**src/design/bsr_pkg.sv**
```systemverilog
// shared types and constants for the box support relabel block
package bsr_pkg;

	localparam int CFG_IDX_BITS = 2;
	localparam int CFG_DATA_BITS = 21;
	localparam int WIDTH_BITS = 11;
	localparam int HEIGHT_BITS = 21;
	localparam int SUPPORT_BITS = 6;
	localparam int RATIO_BITS = 7;
	localparam int PIX_BITS = 8;

	typedef enum logic [CFG_IDX_BITS-1:0] {
		CFG_WIDTH = 2'd0,
		CFG_HEIGHT = 2'd1,
		CFG_SUPPORT = 2'd2,
		CFG_RATIO = 2'd3
	} cfg_idx_t;

	localparam logic [1:0] CODE_NONE = 2'd0;
	localparam logic [1:0] CODE_PARTIAL = 2'd1;
	localparam logic [1:0] CODE_COPIED = 2'd2;

	localparam logic [PIX_BITS-1:0] PIX_FULL = 8'd255;
	localparam logic [PIX_BITS-1:0] PIX_COPIED = 8'd170;
	localparam logic [PIX_BITS-1:0] PIX_PARTIAL = 8'd85;
	localparam logic [PIX_BITS-1:0] PIX_NONE = 8'd0;
	localparam logic [RATIO_BITS-1:0] PERCENT = 7'd100;

	typedef struct packed {
		logic ld_in;
		logic ld_cfg;
		logic decide;
		logic div_go_q;
		logic ld_oxy;
		logic ld_bounds;
		logic ld_base;
		logic ld_addr1;
		logic ld_addr2;
		logic scan_step;
		logic ld_cmp;
		logic ld_res;
	} cmd_t;

	typedef struct packed {
		logic div_done;
		logic early;
		logic scan_last;
		logic out_free;
	} sts_t;

endpackage

```
**src/design/bsr_ctrl.sv**
```systemverilog
// controller state machine sequencing one beat through the datapath
module bsr_ctrl (
	input  logic          clk,
	input  logic          arst_n,
	input  logic          in_valid,
	input  bsr_pkg::sts_t sts,
	output logic          in_stall,
	output bsr_pkg::cmd_t cmd
);
	import bsr_pkg::*;

	typedef enum logic [12:0] {
		ST_IDLE   = 13'b0000000000001,
		ST_SETUP  = 13'b0000000000010,
		ST_DECIDE = 13'b0000000000100,
		ST_QGO    = 13'b0000000001000,
		ST_QW     = 13'b0000000010000,
		ST_BOUNDS = 13'b0000000100000,
		ST_BASE   = 13'b0000001000000,
		ST_ADDR1  = 13'b0000010000000,
		ST_ADDR2  = 13'b0000100000000,
		ST_SCAN   = 13'b0001000000000,
		ST_TAIL   = 13'b0010000000000,
		ST_CMP    = 13'b0100000000000,
		ST_RES    = 13'b1000000000000
	} state_t;

	state_t state_q;
	state_t state_d;

	always_ff @(posedge clk or negedge arst_n) begin
		if (!arst_n) begin
			state_q <= ST_IDLE;
		end else begin
			state_q <= state_d;
		end
	end

	always_comb begin
		cmd = '0;
		state_d = state_q;
		in_stall = 1'b1;
		unique case (state_q)
			ST_IDLE: begin
				in_stall = 1'b0;
				if (in_valid) begin
					cmd.ld_in = 1'b1;
					state_d = ST_SETUP;
				end
			end
			ST_SETUP: begin
				cmd.ld_cfg = 1'b1;
				state_d = ST_DECIDE;
			end
			ST_DECIDE: begin
				cmd.decide = 1'b1;
				state_d = sts.early ? ST_IDLE : ST_QGO;
			end
			ST_QGO: begin
				cmd.div_go_q = 1'b1;
				state_d = ST_QW;
			end
			ST_QW: begin
				if (sts.div_done) begin
					cmd.ld_oxy = 1'b1;
					state_d = ST_BOUNDS;
				end
			end
			ST_BOUNDS: begin
				cmd.ld_bounds = 1'b1;
				state_d = ST_BASE;
			end
			ST_BASE: begin
				cmd.ld_base = 1'b1;
				state_d = ST_ADDR1;
			end
			ST_ADDR1: begin
				cmd.ld_addr1 = 1'b1;
				state_d = ST_ADDR2;
			end
			ST_ADDR2: begin
				cmd.ld_addr2 = 1'b1;
				state_d = ST_SCAN;
			end
			ST_SCAN: begin
				cmd.scan_step = 1'b1;
				if (sts.scan_last) begin
					state_d = ST_TAIL;
				end
			end
			ST_TAIL: begin
				state_d = ST_CMP;
			end
			ST_CMP: begin
				cmd.ld_cmp = 1'b1;
				state_d = ST_RES;
			end
			ST_RES: begin
				if (sts.out_free) begin
					cmd.ld_res = 1'b1;
					state_d = ST_IDLE;
				end
			end
			default: begin
				state_d = ST_IDLE;
			end
		endcase
	end

endmodule

```
**config.mk**
```make
export PLATFORM = sky130hd
export DESIGN_NAME = bsr_ctrl
export DESIGN_NICKNAME = d
export VERILOG_FILES = /design/src/design/bsr_pkg.sv /design/src/design/bsr_ctrl.sv
export SDC_FILE = /design/constraint.sdc
export NUM_CORES = 1
export LEC_CHECK = 0
export BUFFER_PORTS_ARGS = -buffer_cell sky130_fd_sc_hd__buf_4
export CORE_ASPECT_RATIO = 1.1
export CORE_MARGIN = 2
export CORE_UTILIZATION = 29
export CTS_BUF_LIST = sky130_fd_sc_hd__clkbuf_8
export DETAILED_ROUTE_END_ITERATION = 8
export PLACE_DENSITY = 0.46
export SLEW_MARGIN = 15
export SYNTH_ARGS = -nofsm -noshare
export SYNTH_HDL_FRONTEND = slang
export SYNTH_SLANG_ARGS = --single-unit
```
**constraint.sdc**
```tcl
create_clock -name clk -period 2.21 [get_ports clk]
set_input_delay 0.1105 -clock clk [delete_from_list [all_inputs] [get_ports clk]]
set_output_delay 0.1105 -clock clk [all_outputs]
set_load 0.1 [all_outputs]
```
* After elaboration in Yosys (flattened, before gate mapping)
Index checks and enable logic that the tools add are counted.
Word-level totals: register bits after elaboration 13, input bits 7, output and inout bits 13, logic and storage cells 41
Cells by class: equal/unequal tests 17, multiplexer cells 22, reductions and logical operators 1
Operators with widths (number):
- $pmux W13 S13 | 1
- $mux W13 | 4
- $mux W1 | 16
- $eq A13 B1 Y1 const B | 1
- $eq A13 B10 Y1 const B | 1
- $eq A13 B11 Y1 const B | 1
- $eq A13 B12 Y1 const B | 1
- $eq A13 B13 Y1 const B | 1
- $eq A13 B2 Y1 const B | 1
- $eq A13 B3 Y1 const B | 1
- $eq A13 B4 Y1 const B | 1
- $eq A13 B5 Y1 const B | 1
- $eq A13 B6 Y1 const B | 1
- $eq A13 B7 Y1 const B | 1
- $eq A13 B8 Y1 const B | 1
- $eq A13 B9 Y1 const B | 1
- $ne A2 B2 Y1 const B | 4
- $mux W4 | 1
- $reduce_and A4 Y1 | 1

* Longest topological paths before layout
depth after elaboration 3, gate-level depth with buffers 7, depth with buffers taken out 6

* Worst setup path after synthesis
Ideal clock, no wire load.
path type register -> output, start reg state_q[8], end out cmd[5] (netlist name), arrival 3.336 ns, required time 2.099 ns, setup slack -1.236 ns, stages on the path, launching flop included 5, cells stage by stage dfrtp_1 > nor4_4 > and2b_1 > nand3b_1 > nor3b_1
RTL lines:
- start, declared | RTL line bsr_ctrl.sv:28 | state_t state_q;
- start signal, assigned | RTL line bsr_ctrl.sv:35 | state_q <= state_d;
- end, declared | RTL line bsr_ctrl.sv:8 | output bsr_pkg::cmd_t cmd

==> impl_metrics.tcl <==
set metrics [dict create \
    vias 775 \
    worst_hold_path_type "in2reg" \
    grt_pass1_wl_mm 3.44 \
    leakagePower_nw 0.570 \
    yosys_register_bits 13 \
    largestRegisters "state_q (13)" \
    synth_top_area_cell "dfrtp_1" \
    wl_mm 2.04 \
    regArea_um2 327 \
    synth.avg_cell_area_um2 9.38 \
    start_util_pct 30.3 \
    final_common_cell "buf_4" \
    cts_inserted_buffers 3 \
    path_class "reg2out" \
    hpwl_mm 1.58 \
    drt_iter0_markers 8 \
    yosys.cell_types.count 35 \
    io_pins 20 \
    gr-usage-all-layers_pct 15.0 \
    path_cells "nor4_4 > buf_4 > and3_1 > and3_1 > buf_4" \
    antenna_cells 0 \
    regMostFlops "state_q" \
    period_minus_slack_ns 2.07 \
    fp.coreArea_um2 2730 \
    path_clk_slew_ns 0.06 \
    setup_violations 0 \
    fill_cells 292 \
    largest_register_ffs 13 \
    wl_per_cell_um 13.8 \
    cp_slowest_cell "dfrtp_1" \
    gr-total-overflow 0 \
    die_width_um 54.9 \
    powerDensity_nw_per_um2 1000 \
    fin_crit_sh_pct 93.9 \
    multi_input_area_um2 499 \
    crit_path_max_fanout 8 \
    final_cell_mix "21 x buf_4, 12 x dfrtp_1, 8 x and3_1, 6 x nor2_1, 6 x inv_1" \
    slew-limit-headroom_pct 71.8 \
    critical_path_arrival_ns 1.96 \
    routed_via_density 5.24 \
    postRouteAntennaNets 0 \
    power_w 0.00112 \
    setup_slack_ns 0.135 \
    dp_slack_ns 0.303 \
    syn-num-nets 95 \
    synth-seq-area-share_pct 39.5 \
    peakVddDrop_mv 0.829 \
    finalMaxSlewViolations 0 \
    cts_max_path_buffers 2 \
    grt_antenna_before_repair 0 \
    drive_gt1_share_pct 34.8 \
    hold_viol_final 0 \
    cts_tree "built" \
    fmax_mhz 482 \
    rsz0062_at_grt "no" \
    fin_tns_setup_ns 0 \
    setup.worst_path.start_class "flip-flop" \
    htreeDepth 1 \
    synthCells 88 \
    whs_ns 0.0152 \
    yosys.area.top_type_share_pct 36.4 \
    clk_latency_ns 0.25 \
    worst_slew_pin_slew_ns 0.419 \
    io_buffers 19 \
    critical-path-max-stage-delay_ns 0.46 \
    yosys_warnings 0 \
    drc 0 \
    syn_area_um2 826 \
    fp-row-count 20 \
    root_buffer "clkbuf_8" \
    fp.dieArea_um2 3290 \
    synthToLayoutAreaGrowth_pct 35.8 \
    yosys-top-cells-area "dfrtp_1 36%, and3_1 6.1%, nor4_4 5.2%" \
    nets 123 \
    status "completed" \
    dr.pass1.iters 5 \
    die_y_um 60.0 \
    required_ns 2.10 \
    crit_path_end_kind "primary output" \
    grt_pass1_vias 739 \
    drv_cap 0 \
    grt_max_degree 14 \
    cts_sinks 13 \
    fin_worst_skew_ns 0.00101 \
    routabilityCongestion 0.722 \
]
## worst max-delay path: cells and delay by family, from the launching register on
family                 cells  cell delay (ns)
buffers and inverters      2             0.46
and+or+nand+nor            3             0.78
DFF                        1             0.46
## per-layer routing
metal,up-vias,global-route usage (%),part of all wire (%)
li1,387,-,-
met5,-,0,0
met1,365,19.3,45
met3,5,3.00,3.6
met2,18,23.0,49
met4,0,8.57,2.1
## stage by stage
stage / instances / util (%) / instance area, um^2
2_1_floorplan: 88 / - / 846
3_3_place_gp: 141 / 38.2 / 1040
3_5_place_dp: 141 / 38.2 / 1040
4_1_cts: 146 / 40.2 / 1100
5_1_grt: 148 / 41.1 / 1120
6_report: 148 / 41.1 / 1120
## timing repair
action | in CTS | in global routing
hold endpoints to repair | 13 | 0
setup endpoints to repair | 0 | 4
hold buffers | 1 | 0
resized for setup | 0 | 3
buffers inserted | 0 | 2
## layout make-up
cell class	count	share of cell area [%]
flip-flops and latches	13	29.1
well taps	33	3.68
clock buffers	3	3.68
repair buffers	24	17.0
inverters	5	1.67
clock inverters	1	0.335
multi-input cells	69	44.5
## where the power goes
group | internal (W) | switching [W] | total, W
clock | 0.000123 | 0.0000932 | 0.000216
combinational | 0.000186 | 0.000415 | 0.000600
sequential | 0.000271 | 0.0000343 | 0.000305
## worst paths after layout
kind / slack, ns / end / from / depth (start not counted)
worst max-delay path: 0.14 / cmd[10] / state_q[4] / 5
worst min-delay path: 0.02 / state_q[3] / sts[2] / 2
worst max register to register: 0.35 / state_q[0] / state_q[4] / 5
worst min register to register: 0.62 / state_q[0] / state_q[0] / 2
max in group asynchronous: 1.73 / state_q[0] / arst_n / 2
min in group asynchronous: 0.24 / state_q[7] / arst_n / 2
## cell usage after synthesis
cell type	count
dfrtp_1	12
and3_1	8
nor2_1	8
inv_1	5
nand2_1	5
nor3_1	5
nor3b_1	4
o21ai_0	4
nor4_1	3
xor2_1	3
and3b_1	2
and4_1	2
nand3_1	2
nor4_4	2
o2111ai_1	2
o21bai_1	2
a21o_1	1
a21oi_1	1
a221oi_1	1
a22oi_1	1
a31oi_1	1
and2_1	1
and2b_1	1
and3_2	1
and4_2	1
and4bb_2	1
clkbuf_1	1
dfstp_2	1
mux2i_1	1
nand2b_1	1
nand3b_1	1
nand4b_1	1
nor2b_1	1
o211ai_2	1
or4_1	1
## kinds of logic after synthesis
group	synth area share [%]
compound gates	12.1
xor+xnor	3.18
flops	39.5
simple gates	41.2
buf+inv	2.73
mux	1.21
No activity file was read; power rests on OpenSTA's default activity.
